### src/rans_pkg.sv
// Shared constants, types and controller encoding for the rANS encoder core.
`timescale 1ns / 1ps
package rans_pkg;

  localparam int PROB_BITS   = 12;
  localparam int STATE_W     = 32;
  localparam int FREQ_W      = 13;
  localparam int CUM_W       = 12;
  localparam int TOKEN_W     = 16;
  localparam int BYTE_W      = 8;
  localparam int IDX_W       = 3;
  localparam int DIV_CNT_W   = $clog2(STATE_W);
  localparam int RENORM_BITS = 16;

  localparam logic [STATE_W-1:0]   RESET_STATE = STATE_W'(65536);
  localparam logic [FREQ_W-1:0]    FREQ_FULL   = FREQ_W'(1) << PROB_BITS;
  localparam logic [FREQ_W-1:0]    FREQ_MIN    = FREQ_W'(1);
  localparam logic [IDX_W-1:0]     IDX_RENORM_LAST = IDX_W'(1);
  localparam logic [IDX_W-1:0]     IDX_FLUSH_LAST  = IDX_W'(5);
  localparam logic [DIV_CNT_W-1:0] DIV_LAST    = DIV_CNT_W'(STATE_W - 1);

  typedef enum logic [2:0] {
    ST_IDLE,
    ST_LOAD,
    ST_EMIT,
    ST_DIV_INIT,
    ST_DIV,
    ST_UPDATE
  } state_t;

  typedef struct packed {
    logic load;
    logic emit;
    logic div_init;
    logic div_step;
    logic update;
  } cmd_t;

  typedef struct packed {
    logic kind;
    logic renorm;
    logic out_free;
    logic byte_last;
    logic div_last;
  } status_t;

endpackage

### src/rans_ctrl.sv
// Controller state machine sequencing request capture, byte emission, division and update.
`timescale 1ns / 1ps
module rans_ctrl
  import rans_pkg::*;
(
  input  logic    clk,
  input  logic    rst_n,
  input  logic    in_valid,
  output logic    in_ready,
  input  status_t status,
  output cmd_t    cmd
);

  state_t state_r, state_nxt;

  always_ff @(posedge clk) begin
    if (!rst_n) begin
      state_r <= ST_IDLE;
    end else begin
      state_r <= state_nxt;
    end
  end

  always_comb begin
    state_nxt = state_r;
    cmd       = '0;
    in_ready  = 1'b0;
    case (state_r)
      ST_IDLE: begin
        in_ready = 1'b1;
        if (in_valid) begin
          cmd.load  = 1'b1;
          state_nxt = ST_LOAD;
        end
      end
      ST_LOAD: begin
        if (status.kind || status.renorm) begin
          state_nxt = ST_EMIT;
        end else begin
          state_nxt = ST_DIV_INIT;
        end
      end
      ST_EMIT: begin
        // hold until the output register can take a byte
        if (status.out_free) begin
          cmd.emit = 1'b1;
          if (status.byte_last) begin
            state_nxt = status.kind ? ST_UPDATE : ST_DIV_INIT;
          end
        end
      end
      ST_DIV_INIT: begin
        cmd.div_init = 1'b1;
        state_nxt    = ST_DIV;
      end
      ST_DIV: begin
        cmd.div_step = 1'b1;
        if (status.div_last) begin
          state_nxt = ST_UPDATE;
        end
      end
      ST_UPDATE: begin
        cmd.update = 1'b1;
        state_nxt  = ST_IDLE;
      end
      default: begin
        state_nxt = ST_IDLE;
      end
    endcase
  end

endmodule

### src/rans_dp.sv
// Datapath: request registers, coder state, bit-serial divider and output register.
`timescale 1ns / 1ps
module rans_dp
  import rans_pkg::*;
(
  input  logic               clk,
  input  logic               rst_n,
  input  logic               in_kind,
  input  logic [FREQ_W-1:0]  in_freq,
  input  logic [CUM_W-1:0]   in_cum_freq,
  input  logic [TOKEN_W-1:0] in_raw_token,
  output logic               out_valid,
  input  logic               out_ready,
  output logic [BYTE_W-1:0]  out_byte,
  output logic               out_last,
  input  cmd_t               cmd,
  output status_t            status
);

  logic                 kind_r;
  logic [FREQ_W-1:0]    freq_r;
  logic [CUM_W-1:0]     cum_r;
  logic [TOKEN_W-1:0]   raw_r;
  logic [STATE_W-1:0]   st_r;
  logic [STATE_W-1:0]   quo_r;
  logic [PROB_BITS-1:0] rem_r;
  logic [DIV_CNT_W-1:0] div_cnt_r;
  logic [IDX_W-1:0]     idx_r;
  logic                 out_valid_r;
  logic [BYTE_W-1:0]    out_byte_r;
  logic                 out_last_r;

  logic [FREQ_W-1:0]    freq_clamped;
  logic [STATE_W:0]     threshold;
  logic                 renorm;
  logic                 byte_last;
  logic [BYTE_W-1:0]    byte_sel;
  logic [FREQ_W-1:0]    rem_shift;
  logic                 rem_ge;
  logic [PROB_BITS-1:0] rem_nxt;
  logic [STATE_W-1:0]   st_nxt;

  // zero frequency counts as one; anything above full scale saturates
  always_comb begin
    if (in_freq == '0) begin
      freq_clamped = FREQ_MIN;
    end else if (in_freq > FREQ_FULL) begin
      freq_clamped = FREQ_FULL;
    end else begin
      freq_clamped = in_freq;
    end
  end

  assign threshold = {freq_r, {(STATE_W + 1 - FREQ_W){1'b0}}};
  assign renorm    = {1'b0, st_r} >= threshold;
  assign byte_last = kind_r ? (idx_r == IDX_FLUSH_LAST) : (idx_r == IDX_RENORM_LAST);

  always_comb begin
    case (idx_r)
      3'd0:    byte_sel = st_r[7:0];
      3'd1:    byte_sel = st_r[15:8];
      3'd2:    byte_sel = st_r[23:16];
      3'd3:    byte_sel = st_r[31:24];
      3'd4:    byte_sel = raw_r[7:0];
      3'd5:    byte_sel = raw_r[15:8];
      default: byte_sel = '0;
    endcase
  end

  // restoring division, one quotient bit per cycle
  assign rem_shift = {rem_r, quo_r[STATE_W-1]};
  assign rem_ge    = rem_shift >= freq_r;
  assign rem_nxt   = rem_ge ? PROB_BITS'(rem_shift - freq_r) : rem_shift[PROB_BITS-1:0];

  assign st_nxt = {quo_r[STATE_W-PROB_BITS-1:0], {PROB_BITS{1'b0}}}
                + STATE_W'(rem_r) + STATE_W'(cum_r);

  always_ff @(posedge clk) begin
    if (cmd.load) begin
      kind_r <= in_kind;
      freq_r <= freq_clamped;
      cum_r  <= in_cum_freq;
      raw_r  <= in_raw_token;
    end
  end

  always_ff @(posedge clk) begin
    if (!rst_n) begin
      st_r <= RESET_STATE;
    end else if (cmd.update) begin
      st_r <= kind_r ? RESET_STATE : st_nxt;
    end
  end

  always_ff @(posedge clk) begin
    if (cmd.div_init) begin
      quo_r     <= renorm ? (st_r >> RENORM_BITS) : st_r;
      rem_r     <= '0;
      div_cnt_r <= '0;
    end else if (cmd.div_step) begin
      quo_r     <= {quo_r[STATE_W-2:0], rem_ge};
      rem_r     <= rem_nxt;
      div_cnt_r <= div_cnt_r + DIV_CNT_W'(1);
    end
  end

  always_ff @(posedge clk) begin
    if (!rst_n) begin
      idx_r <= '0;
    end else if (cmd.load) begin
      idx_r <= '0;
    end else if (cmd.emit) begin
      idx_r <= idx_r + IDX_W'(1);
    end
  end

  always_ff @(posedge clk) begin
    if (!rst_n) begin
      out_valid_r <= 1'b0;
    end else if (cmd.emit) begin
      out_valid_r <= 1'b1;
    end else if (out_ready) begin
      out_valid_r <= 1'b0;
    end
  end

  always_ff @(posedge clk) begin
    if (cmd.emit) begin
      out_byte_r <= byte_sel;
      out_last_r <= byte_last;
    end
  end

  assign out_valid = out_valid_r;
  assign out_byte  = out_byte_r;
  assign out_last  = out_last_r;

  assign status.kind      = kind_r;
  assign status.renorm    = renorm;
  assign status.out_free  = !out_valid_r || out_ready;
  assign status.byte_last = byte_last;
  assign status.div_last  = (div_cnt_r == DIV_LAST);

endmodule

### src/rans_encoder_step_core.sv
// rANS encoder step core: 32-bit coder state, 16-bit renormalization, flush with raw token.
// Encode request, from accept to ready: accept, load, two byte slots with renormalization only,
// divider setup, bit-serial divider, state update.
// Flush request: accept, load, six byte slots, update; output stalls stretch the byte slots of both.
// One request at a time; the shift-subtract divider sets the encode rate.
// Synchronous active-low reset sets the coder state to 65536 and empties the output register.
`timescale 1ns / 1ps
module rans_encoder_step_core
  import rans_pkg::*;
(
  input  logic               clk,
  input  logic               rst_n,
  input  logic               in_valid,
  output logic               in_ready,
  input  logic               in_kind,
  input  logic [FREQ_W-1:0]  in_freq,
  input  logic [CUM_W-1:0]   in_cum_freq,
  input  logic [TOKEN_W-1:0] in_raw_token,
  output logic               out_valid,
  input  logic               out_ready,
  output logic [BYTE_W-1:0]  out_byte,
  output logic               out_last
);

  cmd_t    cmd;
  status_t status;

  rans_ctrl u_ctrl (
    .clk      (clk),
    .rst_n    (rst_n),
    .in_valid (in_valid),
    .in_ready (in_ready),
    .status   (status),
    .cmd      (cmd)
  );

  rans_dp u_dp (
    .clk          (clk),
    .rst_n        (rst_n),
    .in_kind      (in_kind),
    .in_freq      (in_freq),
    .in_cum_freq  (in_cum_freq),
    .in_raw_token (in_raw_token),
    .out_valid    (out_valid),
    .out_ready    (out_ready),
    .out_byte     (out_byte),
    .out_last     (out_last),
    .cmd          (cmd),
    .status       (status)
  );

endmodule

### config.mk
export PLATFORM = sky130hd
export DESIGN_NAME = rans_encoder_step_core
export DESIGN_NICKNAME = d
export VERILOG_FILES = /design/src/rans_pkg.sv /design/src/rans_ctrl.sv /design/src/rans_dp.sv /design/src/rans_encoder_step_core.sv
export SDC_FILE = /design/constraint.sdc
export NUM_CORES = 1
export LEC_CHECK = 0
export BUFFER_PORTS_ARGS = -buffer_cell sky130_fd_sc_hd__clkbuf_2
export CORE_MARGIN = 3
export CORE_UTILIZATION = 36
export DETAILED_ROUTE_END_ITERATION = 16
export PLACE_DENSITY = 0.52
export SLEW_MARGIN = 15
export SYNTH_ARGS = -nofsm -noshare
export SYNTH_HDL_FRONTEND = slang
export SYNTH_SLANG_ARGS = --single-unit
### constraint.sdc
create_clock -name clk -period 4.3 [get_ports clk]
set_input_delay 0.86 -clock clk [delete_from_list [all_inputs] [get_ports clk]]
set_output_delay 0.86 -clock clk [all_outputs]
set_load 0.005 [all_outputs]
## Word-level counts from Yosys, hierarchy flattened

Index checks and enable logic that the tools add are counted.

| operators by class | value |
|---|---|
| add/subtract/negate cells | 5 |
| bitwise logic cells | 1 |
| reduce and logical (&&, ||, !) cells | 11 |
| equality and inequality tests | 15 |
| order comparisons | 3 |
| muxes and demuxes | 25 |

Operator list:

| cell | number |
|---|---|
| 32-bit two-way mux | 4 |
| 32-bit by 12-bit adder with 32-bit output | 2 |
| 8-bit case mux with 6 select lines | 1 |
| 32-bit by 33-bit >= comparator with 1-bit output | 1 |
| 3-bit two-way mux | 5 |
| 3-bit case mux with 5 select lines | 1 |
| 13-bit >= comparator | 1 |
| 13-bit > comparator, second input constant | 1 |
| 13-bit logical NOT | 1 |
| 13-bit two-way mux | 1 |
| 3-bit by 2-bit == test with 1-bit output, second input constant | 4 |
| 3-bit == test, second input constant | 4 |
| 1-bit two-way mux | 12 |
| 12-bit two-way mux | 1 |
| 12-bit subtractor | 1 |
| 3-bit by 1-bit == test with 1-bit output, second input constant | 2 |
| 3-bit logical NOT | 2 |
| 2-bit inequality test, second input constant | 3 |
| 5-bit by 1-bit adder with 5-bit output, second input constant | 1 |
| 5-bit == test, second input constant | 1 |
| 4-bit AND reduction | 1 |
| 2-bit nonzero test | 2 |
| 2-bit OR reduction | 2 |
| 3-bit by 1-bit adder with 3-bit output, second input constant | 1 |
| 4 further kinds | 5 |

| storage, ports and cells | value |
|---|---|
| bits of input ports | 46 |
| register bits after elaboration | 139 |
| output and inout port bits | 11 |
| word-level logic and storage cells | 74 |

## Logic depth before layout (Yosys ltp)

| logic depth | value |
|---|---|
| word-level depth | 5 |
| mapped depth | 11 |

## Hierarchy

A second synthesis with hierarchy kept.

| unflattened totals | value |
|---|---|
| cell total of the unflattened synthesis | 804 |
| area total of the unflattened synthesis | 7768.7 µm² |

By module, submodules not included:

| module | area each (µm²) | cells an instance | times used | sequential area each (µm²) |
|---|---|---|---|---|
| rans_dp | 7548.5 | 776 | 1 | 3553.4 |
| rans_ctrl | 220.2 | 28 | 1 | 60.1 |

## Least setup slack after synthesis

OpenSTA, ideal clock, no wires.

| timing | value |
|---|---|
| path kind | reg2reg |
| start | reg u_dp.freq_r[1] |
| end | reg u_dp.quo_r[10], data pin |
| path buffers | 1 |
| stages on the path, launching flop included | 11 |
| data arrival time | 2.199 ns |
| setup time | 0.266 ns |
| slack | 1.835 ns |
| cells stage by stage | edfxtp_1 -> inv_1 -> ha_1 -> nor2b_1 -> nor3_2 -> o21bai_1 -> a211o_1 -> a311oi_4 -> buf_6 -> mux2i_1 -> o21ai_1 |

| between the ends | value |
|---|---|
| longest elaborated chain between the ends | 3 |

RTL lines:

| element | line | source |
|---|---|---|
| from (decl) | rans_dp.sv:21 | `logic [FREQ_W-1:0] freq_r;` |
| from (signal assigned) | rans_dp.sv:81 | `freq_r <= freq_clamped;` |
| 32-bit by 33-bit >= comparator with 1-bit output | rans_dp.sv:55 | `assign renorm = {1'b0, st_r} >= threshold;` |
| 32-bit two-way mux | rans_dp.sv:97 | `quo_r <= renorm ? (st_r >> RENORM_BITS) : st_r;` |
| 32-bit two-way mux | rans_dp.sv:96 | `if (cmd.div_init) begin` |
| to (signal assigned) | rans_dp.sv:97 |  |
| to (signal assigned) | rans_dp.sv:101 | `quo_r <= {quo_r[STATE_W-2:0], rem_ge};` |
| to (decl) | rans_dp.sv:25 | `logic [STATE_W-1:0] quo_r;` |

Every way passes these cells.
A chain may end at the register's enable or synchronous reset.

## Final worst setup path

| timing | value |
|---|---|
| start | reg u_dp.st_r[21] |
| end | reg u_dp.quo_r[8], data pin |

| between the ends | value |
|---|---|
| longest elaborated chain between the ends | 3 |

RTL lines:

| element | line | source |
|---|---|---|
| from (decl) | rans_dp.sv:24 | `logic [STATE_W-1:0] st_r;` |
| from (signal assigned) | rans_dp.sv:91 | `st_r <= kind_r ? RESET_STATE : st_nxt;` |
| 32-bit by 33-bit >= comparator with 1-bit output | rans_dp.sv:55 |  |
| 32-bit two-way mux | rans_dp.sv:97 |  |
| 32-bit two-way mux | rans_dp.sv:96 |  |

Every way passes these cells.

==> metrics.md <==
| Metric | Value |
|---|---|
| DR vias | between 5000 and 6000 |
| Vias in the first global route | 5625 |
| Area Growth Syn to Fin | 14.8% |
| Critical Path Start | u_dp.st_r[21] |
| Setup violations, final | 0 |
| First-pass GRT wire length | around 32000 microns |
| CP max-delay cell | dfxtp_1 |
| RSZ-0062 raised after global routing | no |
| Syn avg cell area | about 10 sq um |
| Die X | roughly 150 microns |
| Hpwl dp | between 10000 and 15000 microns |
| Hold Fails Final Rpt | 0 |
| CTS max path bufs | 2 |
| Post-Syn Area | about 0.0075 sq mm |
| Crit end category | flip-flop |
| Yosys reg bits | about 140 |
| Clk sinks | ~140 |
| Worst Skew | around 0.015 ns |
| Tot GR Track Use | about 18% |
| Status | complete, no violations |
| Arrival time of the worst setup path | between 3 and 4 ns |
| Peak Freq | 0.338 GHz |
| Max-slew violation count | 0 |
| # rows | 52 |
| Number of synthesized flops with an enable pin | 83 |
| Worst setup SP type | flip-flop |
| Fin Hold WS | just under 0.5 ns |
| DRT antenna net count | 0 |
| GRT overflow | 0 |
| Delay-heaviest family, CP | compound AO/OA/AOI/OAI gates |
| Worst path bufs/invs | 1 |
| # nets final | 889 |
| Core area | between 0.02 and 0.025 sq mm |
| Critical Path RT | between 4 and 5 ns |
| Setup TNS | 0 ns |
| Largest net degree at the start of global routing | 47 |
| Warnings, synthesis | 0 |
| Power Density | between 500 and 600 mW/mm^2 |
| Post-Synthesis Cells | approximately 750 |
| Leak Pwr | 3.50 nW |
| Async SR Flop Fraction | 0% |
| HP Class | flip-flop to flip-flop |
| IO Pins | 57 |
| Total Wirelength | 20200 microns |
| Gp weighted congestion | roughly 0.90 |
| Post-route clock period utilization | around 69% |
| Die ar. | 0.0225 sq mm |
| Hold_sp | u_dp.div_cnt_r[1] |
| R2R Path Start | u_dp.st_r[21] |
| TritonRoute pass-1 iters | 6 |
| Worst ir drop on vdd | 0.448 mV |
| Slew headroom | a little under a third |
| CTS hold repair buffers | 0 |
| Total CTS buffers | 17 |
| CTS tree | yes |
| Post-CTS sizing | 0 |
| Ys flop type | edfxtp_1 |
| Max cap viols | 0 |
| Post-CTS setup buffer count | 0 |
| Seq/Total Area, Yosys | between 40 and 50% |
| Net Count, Synth | between 800 and 900 |
| Fill count | ~2000 |
| Vias/cell | around 5.4 |
| Initial antenna violation count | 0 |
| Port Buffers | 56 |
| Setup CP Type | flip-flop to flip-flop |
| Period minus WS final | ~3.0 ns |
| Initial Util | ~37% |
| DRT iter0 DRCs | just under 500 |
| H-tree depth | 4 |
| Yosys cell types | between 60 and 70 |
| DR WL/cell | 18.7 microns |
| CP Cell Sequence | ha_1 > nor2b_1 > nor3_2 > o21bai_1 > a211o_1 > a311oi_4 > buf_4 > mux2i_1 > o21ai_1 |
| ANT cells | 0 |
| Post-route DRC | 0 |
| Worst-Skew Late Latency | about 0.43 ns |
| Crit-path max FO | 33 |
| Clk slew on worst S/H paths | 0.07 ns |
| Die height | about 150 microns |
| CTS Root Buffer Type | clkbuf_16 |
| Actual slew at the worst max-slew pin | approximately 1.0 ns |
| Share of cells above drive strength 1 | a little over an eighth |
| Slowest Stage Delay on Critical Path | between 0.5 and 0.6 ns |
==> worst min-delay path, delay by kind of cell, from the launching register on <==
family	cells	cell delay, ns
compound gates	1	0.05
flops	1	0.33
simple gates	1	0.06
==> cell type report <==
cell class	count	area (sq um)	area share [%]
Clock buffer	17	425	4.95
Clock inverter	15	166	1.94
Inverter	31	116	1.36
Multi-Input combinational cell	546	3600	41.9
Sequential cell	139	3610	42.1
Tap cell	270	338	3.93
Timing Repair Buffer	62	325	3.79
==> power breakdown <==
part / internal, mW / leakage [nW] / total [mW] / switching (mW)
Combinational: 0.605 / 1.98 / 1.54 / 0.938
Sequential: 1.78 / 1.23 / 2.01 / 0.222
Clock: 0.787 / 0.294 / 1.49 / 0.701
Total: 3.18 / 3.50 / 5.04 / 1.86
==> placed cells by master (no fill, tap or decap), types with 8 or more instances in the layout <==
cell type	Yosys	final
nor2_1	31	31
clkbuf_16	0	17
edfxtp_1	83	83
a21o_1	11	11
inv_1	31	31
ha_1	44	44
o21ai_1	14	14
a21oi_1	32	32
nand4_1	10	10
nand3_1	20	20
o21ai_0	50	50
clkbuf_2	0	56
nand2b_1	11	11
xnor2_1	24	24
mux2i_1	26	26
dfxtp_1	56	56
and3_1	10	10
a22oi_1	10	10
nor2b_1	25	24
inv_8	0	8
a222oi_1	8	8
nand2_1	114	114
xor2_1	16	16
nor3_1	13	13
==> through the flow <==
step / instances / utilization, % / total power, mW / cell area [sq um] / setup slack (ns)
6_report: 1080 / 42.3 / 5.04 / 8590 / 1.35
2_1_floorplan: 749 / - / 3.12 / 7480 / 1.84
5_1_grt: 1080 / 42.3 / 5.34 / 8590 / 1.15
3_3_place_gp: 1048 / 39.4 / 3.53 / 7990 / 1.36
4_1_cts: 1080 / 42.3 / 5.07 / 8580 / 1.33
3_5_place_dp: 1048 / 39.4 / 3.57 / 7990 / 1.36
==> layer usage <==
| layer | vias up | routed length [microns] | GRT usage [%] |
|---|---|---|---|
| met3 | 24 | 1030 | 3.28 |
| met2 | 152 | 9260 | 28.9 |
| met5 | - | 0 | 0 |
| met1 | 2798 | 9560 | 25.7 |
| met4 | 0 | 382 | 5.99 |
| li1 | 2812 | - | - |
==> cell families after synthesis <==
kind of cell | count (synthesis) | share of synthesized area [%]
multiplexers | 31 | 4.23
XOR/XNOR | 40 | 4.69
AO/OA/AOI/OAI | 164 | 14.1
adder cells (fa/ha/maj) | 46 | 7.90
AND/OR/NAND/NOR | 265 | 17.2
buffers and inverters | 64 | 3.55
flip-flops | 139 | 48.3
==> state kept, by name (all words and copies together) (netlist names) <==
register        cells
u_dp.rem_r         12
u_dp.cum_r         12
u_dp.div_cnt_r      5
u_dp.quo_r         32
u_dp.st_r          32
u_dp.idx_r          3
u_dp.raw_r         16
u_dp.out_byte       8
u_dp.kind_r         1
u_ctrl.state_r      3
u_dp.freq_r        13
u_dp.out_last       1
u_dp.out_valid      1
==> Yosys cell counts, types with 8 or more instances <==
| cell | n | share of area, % |
|---|---|---|
| nor3_1 | 13 | 0.87 |
| o21ai_0 | 50 | 3.3 |
| nand3_1 | 20 | 1.3 |
| a22oi_1 | 10 | 1.0 |
| dfxtp_1 | 56 | 15 |
| a21o_1 | 11 | 1.1 |
| xor2_1 | 16 | 1.9 |
| nor2_1 | 31 | 1.6 |
| nand2_1 | 114 | 5.7 |
| nand2b_1 | 11 | 0.92 |
| mux2i_1 | 26 | 3.5 |
| a222oi_1 | 8 | 1.1 |
| xnor2_1 | 24 | 2.8 |
| and3_1 | 10 | 0.84 |
| o21ai_1 | 14 | 0.94 |
| edfxtp_1 | 83 | 33 |
| inv_1 | 31 | 1.6 |
| ha_1 | 44 | 7.4 |
| nor2b_1 | 25 | 2.1 |
| clkbuf_1 | 28 | 1.4 |
| a21oi_1 | 32 | 2.1 |
| nand4_1 | 10 | 0.84 |
==> path summary, 6_finish.rpt <==
| check | to | slack (ns) | depth (start not counted) |
|---|---|---|---|
| max | u_dp.quo_r[8] | 1.35 | 9 |
| min | u_dp.div_cnt_r[1] | 0.49 | 2 |
| max reg2reg | u_dp.quo_r[8] | 1.35 | 9 |
| min reg2reg | u_dp.div_cnt_r[1] | 0.49 | 2 |
No activity file was read; power rests on OpenSTA's default activity.
